==> src/gccc_pkg.sv <==
`default_nettype none

package gccc_pkg;

   typedef enum logic [2:0] {
      MODE_IDLE    = 3'd0,
      MODE_OPENING = 3'd1,
      MODE_CLOSING = 3'd2,
      MODE_HOLDING = 3'd3,
      MODE_HOMING  = 3'd4
   } mode_type;

   typedef enum logic [1:0] {
      FUNC_HOME  = 2'd0,
      FUNC_OPEN  = 2'd1,
      FUNC_CLOSE = 2'd2,
      FUNC_TICK  = 2'd3
   } func_type;

   typedef enum logic [2:0] {
      CSR_DIRECTION_NEGATIVE      = 3'd0,
      CSR_STROKE_LENGTH           = 3'd1,
      CSR_FEEDFORWARD_TORQUE      = 3'd2,
      CSR_GRIP_TORQUE             = 3'd3,
      CSR_HOMING_TORQUE           = 3'd4,
      CSR_STALL_SPEED_LIMIT       = 3'd5,
      CSR_STALL_TICKS_NEEDED      = 3'd6,
      CSR_COLLISION_CURRENT_LIMIT = 3'd7
   } csr_index_type;

   localparam int CSR_INDEX_W = 3;
   localparam int CSR_DATA_W  = 20;
   localparam int REQ_DATA_W  = 80;
   localparam int REQ_USER_W  = 2;
   localparam int RSP_DATA_W  = 64;

   localparam int WIDE_W = 36;
   typedef logic signed [WIDE_W-1:0] wide_type;

   localparam wide_type SAT_HI        = 36'sh0_7FFF_FFFF;
   localparam wide_type SAT_LO        = 36'shF_8000_0000;
   localparam wide_type OVERCLOSE     = 36'sd13107;
   localparam wide_type ARRIVE_TOL    = 36'sd3277;
   localparam wide_type OPEN_TOL      = 36'sd9830;
   localparam wide_type CLOSED_TOL    = 36'sd3277;
   localparam wide_type HOMING_STEP   = 36'sd262;
   localparam logic [7:0] DEBOUNCE_TICKS = 8'd25;

   typedef struct packed {
      logic               direction_negative;
      logic signed [19:0] stroke_length;
      logic        [18:0] feedforward_torque;
      logic        [18:0] grip_torque;
      logic        [18:0] homing_torque;
      logic        [18:0] stall_speed_limit;
      logic        [15:0] stall_ticks_needed;
      logic        [13:0] collision_current_limit;
   } cfg_type;

   localparam cfg_type CFG_RESET = '{
      direction_negative:      1'b1,
      stroke_length:           20'sd32768,
      feedforward_torque:      19'd13107,
      grip_torque:             19'd65536,
      homing_torque:           19'd11796,
      stall_speed_limit:       19'd3277,
      stall_ticks_needed:      16'd50,
      collision_current_limit: 14'd3000
   };

   typedef struct packed {
      func_type           func;
      logic signed [31:0] measured_angle;
      logic signed [31:0] measured_speed;
      logic signed [14:0] measured_current;
   } item_type;

   typedef struct packed {
      logic signed [31:0] position_reference;
      logic signed [19:0] torque_reference;
      mode_type           mode;
      logic signed [31:0] zero_offset;
      logic signed [31:0] last_angle;
   } snap_type;

   function automatic logic signed [31:0] sat32(input wide_type v);
      logic signed [31:0] r;
      if (v > SAT_HI) begin
         r = 32'sh7FFF_FFFF;
      end else if (v < SAT_LO) begin
         r = 32'sh8000_0000;
      end else begin
         r = v[31:0];
      end
      return r;
   endfunction

   function automatic logic signed [19:0] signed_torque(input logic [18:0] mag,
                                                        input logic neg);
      logic signed [19:0] m;
      m = $signed({1'b0, mag});
      return neg ? -m : m;
   endfunction

   function automatic wide_type dir_stroke(input logic dn,
                                           input logic signed [19:0] stroke);
      wide_type s;
      s = wide_type'(stroke);
      return dn ? -s : s;
   endfunction

   function automatic logic in_band(input wide_type diff, input wide_type tol);
      return (diff > -tol) && (diff < tol);
   endfunction

endpackage

`default_nettype wire

==> src/gccc_update.sv <==
`default_nettype none

module gccc_update import gccc_pkg::*; (
   input  wire logic     clock,
   input  wire logic     reset,
   input  wire logic     enable,
   input  wire item_type item,
   input  wire cfg_type  cfg,
   output snap_type      snap_ff
);

   mode_type           mode_ff, mode_in;
   logic signed [31:0] zero_offset_ff, zero_offset_in;
   logic               first_close_tick_ff, first_close_tick_in;
   logic        [7:0]  close_tick_count_ff, close_tick_count_in;
   logic signed [31:0] homing_target_ff, homing_target_in;
   logic        [15:0] stall_count_ff, stall_count_in;
   logic signed [31:0] last_angle_ff, last_angle_in;
   logic signed [31:0] position_command_ff, position_command_in;
   logic signed [19:0] torque_command_ff, torque_command_in;

   wide_type    dstroke, open_tgt, close_tgt, ang_w, spd_w, cur_w;
   wide_type    lim_w, lim2_w, clim_w;
   logic        dn, zpos, slow, slow2, hot, home_done;
   logic [15:0] need, stall_next;
   logic [7:0]  cnt_inc;

   always_comb begin
      dn        = cfg.direction_negative;
      dstroke   = dir_stroke(dn, cfg.stroke_length);
      open_tgt  = wide_type'(zero_offset_ff) - dstroke;
      close_tgt = wide_type'(zero_offset_ff) + (dn ? -OVERCLOSE : OVERCLOSE);
      ang_w     = wide_type'(item.measured_angle);
      spd_w     = wide_type'(item.measured_speed);
      cur_w     = wide_type'(item.measured_current);
      lim_w     = wide_type'({1'b0, cfg.stall_speed_limit});
      lim2_w    = wide_type'({1'b0, cfg.stall_speed_limit, 1'b0});
      clim_w    = wide_type'({1'b0, cfg.collision_current_limit});
      slow      = in_band(spd_w, lim_w);
      slow2     = in_band(spd_w, lim2_w);
      hot       = (cur_w > clim_w) || (cur_w < -clim_w);
      zpos      = dn ^ cfg.stroke_length[19];
      need      = (cfg.stall_ticks_needed == '0) ? 16'd1 : cfg.stall_ticks_needed;
      if (!slow) begin
         stall_next = '0;
      end else if (stall_count_ff == '1) begin
         stall_next = stall_count_ff;
      end else begin
         stall_next = stall_count_ff + 16'd1;
      end
      home_done = stall_next >= need;
      cnt_inc   = (close_tick_count_ff == '1) ? close_tick_count_ff
                                               : close_tick_count_ff + 8'd1;

      mode_in             = mode_ff;
      zero_offset_in      = zero_offset_ff;
      first_close_tick_in = first_close_tick_ff;
      close_tick_count_in = close_tick_count_ff;
      homing_target_in    = homing_target_ff;
      stall_count_in      = stall_count_ff;
      last_angle_in       = last_angle_ff;
      position_command_in = position_command_ff;
      torque_command_in   = torque_command_ff;

      if (item.func == FUNC_TICK) begin
         last_angle_in = item.measured_angle;
         unique case (mode_ff)
            MODE_HOMING: begin
               homing_target_in    = sat32(wide_type'(homing_target_ff)
                                           + (zpos ? HOMING_STEP : -HOMING_STEP));
               position_command_in = homing_target_in;
               torque_command_in   = signed_torque(cfg.homing_torque, !zpos);
               stall_count_in      = stall_next;
               if (home_done) begin
                  zero_offset_in      = sat32(ang_w + dstroke);
                  position_command_in = item.measured_angle;
                  torque_command_in   = '0;
                  mode_in             = MODE_IDLE;
               end
            end
            MODE_OPENING: begin
               if (in_band(open_tgt - ang_w, ARRIVE_TOL)) begin
                  mode_in = MODE_IDLE;
               end
            end
            MODE_CLOSING: begin
               if (first_close_tick_ff) begin
                  first_close_tick_in = 1'b0;
                  close_tick_count_in = '0;
               end else begin
                  close_tick_count_in = cnt_inc;
                  if (in_band(close_tgt - ang_w, ARRIVE_TOL)) begin
                     mode_in = MODE_IDLE;
                  end else if (cnt_inc > DEBOUNCE_TICKS && hot && slow2) begin
                     if (dn ? (item.measured_angle < zero_offset_ff)
                            : (item.measured_angle > zero_offset_ff)) begin
                        zero_offset_in = item.measured_angle;
                     end
                     mode_in             = MODE_HOLDING;
                     position_command_in = item.measured_angle;
                     torque_command_in   = signed_torque(cfg.grip_torque, dn);
                  end
               end
            end
            default: begin
            end
         endcase
      end else if (mode_ff != MODE_HOMING) begin
         unique case (item.func)
            FUNC_HOME: begin
               mode_in          = MODE_HOMING;
               stall_count_in   = '0;
               homing_target_in = last_angle_ff;
            end
            FUNC_OPEN: begin
               if (mode_ff != MODE_OPENING) begin
                  mode_in             = MODE_OPENING;
                  position_command_in = sat32(open_tgt);
                  torque_command_in   = signed_torque(cfg.feedforward_torque, !dn);
               end
            end
            FUNC_CLOSE: begin
               if (mode_ff != MODE_CLOSING && mode_ff != MODE_HOLDING) begin
                  mode_in             = MODE_CLOSING;
                  position_command_in = sat32(close_tgt);
                  torque_command_in   = signed_torque(cfg.feedforward_torque, dn);
                  first_close_tick_in = 1'b1;
               end
            end
            default: begin
            end
         endcase
      end
   end

   always_ff @(posedge clock) begin
      if (reset) begin
         mode_ff             <= MODE_IDLE;
         zero_offset_ff      <= '0;
         first_close_tick_ff <= 1'b1;
         close_tick_count_ff <= '0;
         homing_target_ff    <= '0;
         stall_count_ff      <= '0;
         last_angle_ff       <= '0;
         position_command_ff <= '0;
         torque_command_ff   <= '0;
      end else if (enable) begin
         mode_ff             <= mode_in;
         zero_offset_ff      <= zero_offset_in;
         first_close_tick_ff <= first_close_tick_in;
         close_tick_count_ff <= close_tick_count_in;
         homing_target_ff    <= homing_target_in;
         stall_count_ff      <= stall_count_in;
         last_angle_ff       <= last_angle_in;
         position_command_ff <= position_command_in;
         torque_command_ff   <= torque_command_in;
      end
   end

   always_ff @(posedge clock) begin
      if (enable) begin
         snap_ff.position_reference <= position_command_in;
         snap_ff.torque_reference   <= torque_command_in;
         snap_ff.mode               <= mode_in;
         snap_ff.zero_offset        <= zero_offset_in;
         snap_ff.last_angle         <= last_angle_in;
      end
   end

endmodule

`default_nettype wire

==> src/gripper_close_collision_controller.sv <==
// An accepted req beat passes the input register, the state update register
// and the flag and output register, in that order, to become its rsp beat.
// Throughput: one beat per cycle unless rsp_tready stalls; each update is one step.
// Reset: synchronous, active high; clears the mode and all tracked state,
// empties the pipeline and restores every configuration register default.
`default_nettype none

module gripper_close_collision_controller import gccc_pkg::*; (
   input  wire logic                   clock,
   input  wire logic                   reset,
   input  wire logic                   req_tvalid,
   output logic                        req_tready,
   // measured_angle[31:0], measured_speed[63:32], measured_current[78:64]
   input  wire logic [REQ_DATA_W-1:0]  req_tdata,
   // func[1:0]
   input  wire logic [REQ_USER_W-1:0]  req_tuser,
   output logic                        rsp_tvalid,
   input  wire logic                   rsp_tready,
   // position_reference[31:0], torque_reference[51:32], mode_code[54:52],
   // holding_flag[55], open_flag[56], closed_flag[57]
   output logic [RSP_DATA_W-1:0]       rsp_tdata,
   input  wire logic                   csr_valid,
   output logic                        csr_ready,
   input  wire logic [CSR_INDEX_W-1:0] csr_index,
   input  wire logic [CSR_DATA_W-1:0]  csr_data
);

   cfg_type  cfg_ff;
   item_type item_ff;
   snap_type snap;
   logic     valid_a_ff, valid_b_ff, valid_c_ff;
   logic     load_c, advance_b;
   logic     open_in, closed_in;
   wide_type open_diff, closed_diff;
   logic [RSP_DATA_W-1:0] rsp_tdata_ff, rsp_tdata_in;

   assign csr_ready  = 1'b1;
   assign load_c     = valid_b_ff && (!valid_c_ff || rsp_tready);
   assign advance_b  = valid_a_ff && (!valid_b_ff || load_c);
   assign req_tready = !valid_a_ff || advance_b;
   assign rsp_tvalid = valid_c_ff;
   assign rsp_tdata  = rsp_tdata_ff;

   always_ff @(posedge clock) begin
      if (reset) begin
         cfg_ff <= CFG_RESET;
      end else if (csr_valid) begin
         unique case (csr_index_type'(csr_index))
            CSR_DIRECTION_NEGATIVE:      cfg_ff.direction_negative      <= csr_data[0];
            CSR_STROKE_LENGTH:           cfg_ff.stroke_length           <= csr_data[19:0];
            CSR_FEEDFORWARD_TORQUE:      cfg_ff.feedforward_torque      <= csr_data[18:0];
            CSR_GRIP_TORQUE:             cfg_ff.grip_torque             <= csr_data[18:0];
            CSR_HOMING_TORQUE:           cfg_ff.homing_torque           <= csr_data[18:0];
            CSR_STALL_SPEED_LIMIT:       cfg_ff.stall_speed_limit       <= csr_data[18:0];
            CSR_STALL_TICKS_NEEDED:      cfg_ff.stall_ticks_needed      <= csr_data[15:0];
            CSR_COLLISION_CURRENT_LIMIT: cfg_ff.collision_current_limit <= csr_data[13:0];
         endcase
      end
   end

   always_ff @(posedge clock) begin
      if (reset) begin
         valid_a_ff <= 1'b0;
         valid_b_ff <= 1'b0;
         valid_c_ff <= 1'b0;
      end else begin
         if (req_tready) begin
            valid_a_ff <= req_tvalid;
         end
         if (!valid_b_ff || load_c) begin
            valid_b_ff <= advance_b;
         end
         if (!valid_c_ff || rsp_tready) begin
            valid_c_ff <= load_c;
         end
      end
   end

   always_ff @(posedge clock) begin
      if (req_tvalid && req_tready) begin
         item_ff.func             <= func_type'(req_tuser[1:0]);
         item_ff.measured_angle   <= req_tdata[31:0];
         item_ff.measured_speed   <= req_tdata[63:32];
         item_ff.measured_current <= req_tdata[78:64];
      end
   end

   gccc_update u_update (
      .clock   (clock),
      .reset   (reset),
      .enable  (advance_b),
      .item    (item_ff),
      .cfg     (cfg_ff),
      .snap_ff (snap)
   );

   always_comb begin
      open_diff   = wide_type'(snap.zero_offset)
                    - dir_stroke(cfg_ff.direction_negative, cfg_ff.stroke_length)
                    - wide_type'(snap.last_angle);
      closed_diff = cfg_ff.direction_negative
                    ? wide_type'(snap.zero_offset) - wide_type'(snap.last_angle)
                    : wide_type'(snap.last_angle) - wide_type'(snap.zero_offset);
      open_in     = in_band(open_diff, OPEN_TOL);
      closed_in   = (snap.mode == MODE_HOLDING) || (closed_diff > -CLOSED_TOL);
      rsp_tdata_in = {6'd0, closed_in, open_in, snap.mode == MODE_HOLDING,
                      snap.mode, snap.torque_reference, snap.position_reference};
   end

   always_ff @(posedge clock) begin
      if (load_c) begin
         rsp_tdata_ff <= rsp_tdata_in;
      end
   end

endmodule

`default_nettype wire

==> config.mk <==
export PLATFORM = sky130hd
export DESIGN_NAME = gripper_close_collision_controller
export DESIGN_NICKNAME = d
export VERILOG_FILES = /design/src/gccc_pkg.sv /design/src/gccc_update.sv /design/src/gripper_close_collision_controller.sv
export SDC_FILE = /design/constraint.sdc
export NUM_CORES = 2
export LEC_CHECK = 0
export BUFFER_PORTS_ARGS = -buffer_cell sky130_fd_sc_hd__buf_2
export CORE_MARGIN = 5
export CORE_UTILIZATION = 50
export DETAILED_ROUTE_END_ITERATION = 8
export GPL_TIMING_DRIVEN = 1
export PLACE_DENSITY = 0.67
export SETUP_SLACK_MARGIN = 0.4
export SKIP_LAST_GASP = 1
export SLEW_MARGIN = 20
export SYNTH_ARGS = -nofsm -noshare
export SYNTH_HDL_FRONTEND = slang
export SYNTH_SLANG_ARGS = --single-unit
==> constraint.sdc <==
create_clock -name clock -period 22.4 [get_ports clock]
set_input_delay 0 -clock clock [delete_from_list [all_inputs] [get_ports clock]]
set_output_delay 0 -clock clock [all_outputs]
set_load 0.05 [all_outputs]
==> results.yml <==
synthesis:
  synth.avg_cell_area_um2: 8.06
  synth_cells: 6360
  ys_ff_latch: 564
  synth_area_um2: 51200
  synth-edff-count: 258
  yosysUniqueCellTypes: 118
  async_flop_share_pct: 0
  synth-main-ff-cell: "dfxtp_1"
  ys_warn_count: 0
  ys_seq_area_share_pct: 27.1
final_layout:
  layout_common_cells: "nand2_1, a21oi_1, ha_1, nor2_1, o21ai_0"
  finalInstanceArea_um2: 56900
  diodes: 0
  fillers: 9510
  stdcell_count: 7904
  area_growth_syn_to_layout_pct: 11.0
  fin_nets: 7111
  layout-drive-gt1-share_pct: 8.20
critical_path:
  cp_max_fo: 52
  crit_path_start_kind: "flip-flop"
  crit_path_top_delay_cell: "a22o_1"
  crit_type: "flip-flop to flip-flop"
  worst_r2r_path_depth: 29
  worstPathArrival_ns: 10.77
  end_kind: "flip-flop"
  required_ns: 22.77
  crit_path_max_incr_delay_ns: 0.92
floorplan:
  io_pins: 177
  die_h_um: 330
  core_um2: 102000
  row_count: 117
  die_area_um2: 109000
  fp.dieW_um: 330
  initial_core_util_pct: 50.4
timing:
  worstMarginPinSlew_ns: 1.24
  clock.fmax_mhz: 96.2
  finalClockSkew_ns: 0.0456
  finalSetupViolations: 0
  period_needed_ns: 10.39
  rsz0062_at_grt: "false"
  slew_headroom_pct: 17.6
  slew_viol_final: 0
  finalSetupTns_ns: 0
  hold_violations: 0
  setup_ws_ns: 12.01
  period_share_pct: 46.4
place:
  io_buffers: 168
  dpl.hpwl_mm: 149
  dpl_worst_slack_ns: 12.44
  place_congestion: 1.00
  dp_cells: 7657
  placed_cell_area_um2: 53300
routing:
  dr.pass1.iters: 7
  via_per_inst: 6.45
  drtAntennaViolNets: 0
  drc: 0
  routed_wl_mm: 195
  routed_wire_length_per_instance_um: 24.7
  initialDrtViolationCount: 5356
  num_vias: 50942
clocking:
  post_cts_buffers: 0
  h-tree-depth: 3
  clockRootBuffer: "clkbuf_16"
  clockBufferDepth: 3
  cts.sinks: 564
  path_clk_slew_ns: 0.06
  cts_tree: "yes"
  clk_latency_ns: 0.68
  cts_buffers: 72
global_routing:
  grt-ovfl-total: 0
  first_global_vias: 46636
  grt_antenna_before_repair: 4
  grt_first_pass_wirelength_mm: 288
  grt_max_degree: 70
  track_usage_pct: 34.3
run:
  maxCapViolCount: 0
outcome:
  status: "completed"
pwr:
  power_uw: 3600
  vdd_drop_max_mv: 0.0641
  leakagePower_uw: 0.0235
  cellPowerDensity_nw_per_um2: 63.2
worst_hold_path:
  holdPathStages: 2
  hold_path.class: "input pin to flip-flop"
area by class of cell:
cell class | instances | area [um^2] | share of cell area, %
clock buffer | 99 | 2060 | 3.62
sequential | 564 | 13900 | 24.4
multi-input combinational | 5117 | 34900 | 61.4
tap | 1368 | 1710 | 3.01
timing repair buffer | 369 | 2660 | 4.67
inverter | 352 | 1330 | 2.33
clock inverter | 35 | 349 | 0.614
per-stage QoR:
step | hold slack (ns) | utilization, %
CTS | 0.00152 | 55.9
floorplan | 0.0989 | -
global placement | 0.176 | 52.4
finish | 0.0337 | 55.9
global route | 0.0142 | 55.9
detailed placement | 0.178 | 52.4
registers in the layout (all words and copies together) (netlist names), 32 cells and up:
register                      flops
u_update.last_angle_ff           32
item_ff                          81
u_update.zero_offset_ff          32
u_update.snap_ff                119
cfg_ff                          127
u_update.position_command_ff     32
rsp_tdata                        58
u_update.homing_target_ff        32
path summary, 6_finish.rpt:
check	startpoint	endpoint	slack [ns]
setup / recovery	cfg_ff[126]$_SDFFE_PP1P_	u_update.snap_ff[79]$_DFFE_PP_	12.01
hold / removal	req_tdata[63]	item_ff[46]$_DFFE_PP_	0.03
setup reg to reg	cfg_ff[126]$_SDFFE_PP1P_	u_update.snap_ff[79]$_DFFE_PP_	12.01
hold reg to reg	u_update.snap_ff[71]$_DFFE_PP_	rsp_tdata[36]$_DFFE_PP_	0.42
power breakdown:
part	total [uW]	switching, uW	internal (uW)	leakage [uW]
sequential	1180	49.9	1130	0.00495
clock	1200	507	689	0.00118
combinational	1220	777	446	0.0173
Yosys cell counts (all sizes together), types with 16 or more instances:
cell	count	share of area, %
mux2	36	0.79
o221ai	36	0.63
a221oi	40	0.70
buf	48	0.51
xor2	101	1.8
or3	45	0.56
a22o	60	1.0
and2	36	0.44
o21a	75	1.1
o211ai	71	1.0
nor4	51	0.74
or4	29	0.43
nor2	479	3.5
ha	506	12
dfxtp	306	12
nand2b	72	0.88
nand4	86	1.1
nor2b	73	0.89
fa	19	0.74
a221o	24	0.47
or2	22	0.27
and3	54	0.66
mux2i	51	1.0
inv	349	2.6
nor3	130	1.3
nand2	655	4.8
a21o	249	3.6
a21oi	657	6.5
a2111oi	21	0.38
xnor2	246	4.3
o31a	16	0.27
edfxtp	258	15
o31ai	84	1.3
o21ai	374	3.7
a31oi	68	0.86
nor3b	19	0.28
a211o	19	0.32
nand3	168	1.7
a21boi	28	0.41
o21bai	40	0.59
o22ai	50	0.61
clkbuf	284	2.1
o311ai	18	0.31
a211oi	87	1.4
a311oi	25	0.43
timing repair:
item | CTS | global route
endpoints found under the hold margin | 234 | 0
hold buffers | 113 | 0
gates resized for setup | 0 | 0
critical path: cells and delay by family (launching register included):
| family | cells | cell delay, ns |
|---|---|---|
| AO/OA/AOI/OAI | 14 | 4.54 |
| XOR/XNOR | 2 | 0.54 |
| adder cells (fa/ha/maj) | 2 | 0.82 |
| buffers and inverters | 3 | 1.16 |
| flip-flops | 1 | 0.49 |
| multiplexers | 1 | 0.27 |
| AND/OR/NAND/NOR | 7 | 2.16 |
cell families (layout without fill, tap and decap cells):
| kind of cell | count (synthesis) | after routing | share of synthesized area (%) |
|---|---|---|---|
| AND/OR/NAND/NOR | 1960 | 1960 | 18.2 |
| buffers and inverters | 684 | 855 | 5.17 |
| AO/OA/AOI/OAI | 2176 | 2176 | 28.1 |
| adder cells (fa/ha/maj) | 534 | 534 | 13.3 |
| other | 2 | 7 | 0.0147 |
| multiplexers | 87 | 87 | 1.81 |
| XOR/XNOR | 353 | 353 | 6.33 |
| flip-flops | 564 | 564 | 27.1 |
metal layers:
metal / GRT usage, % / vias up / part of all wire [%]
li1: - / 23793 / -
met1: 45.6 / 24361 / 42
met2: 53.4 / 2293 / 44
met3: 6.99 / 495 / 8.4
met4: 16.4 / 0 / 5.7
met5: 0 / - / 0
(Power assumes the default switching activity.)
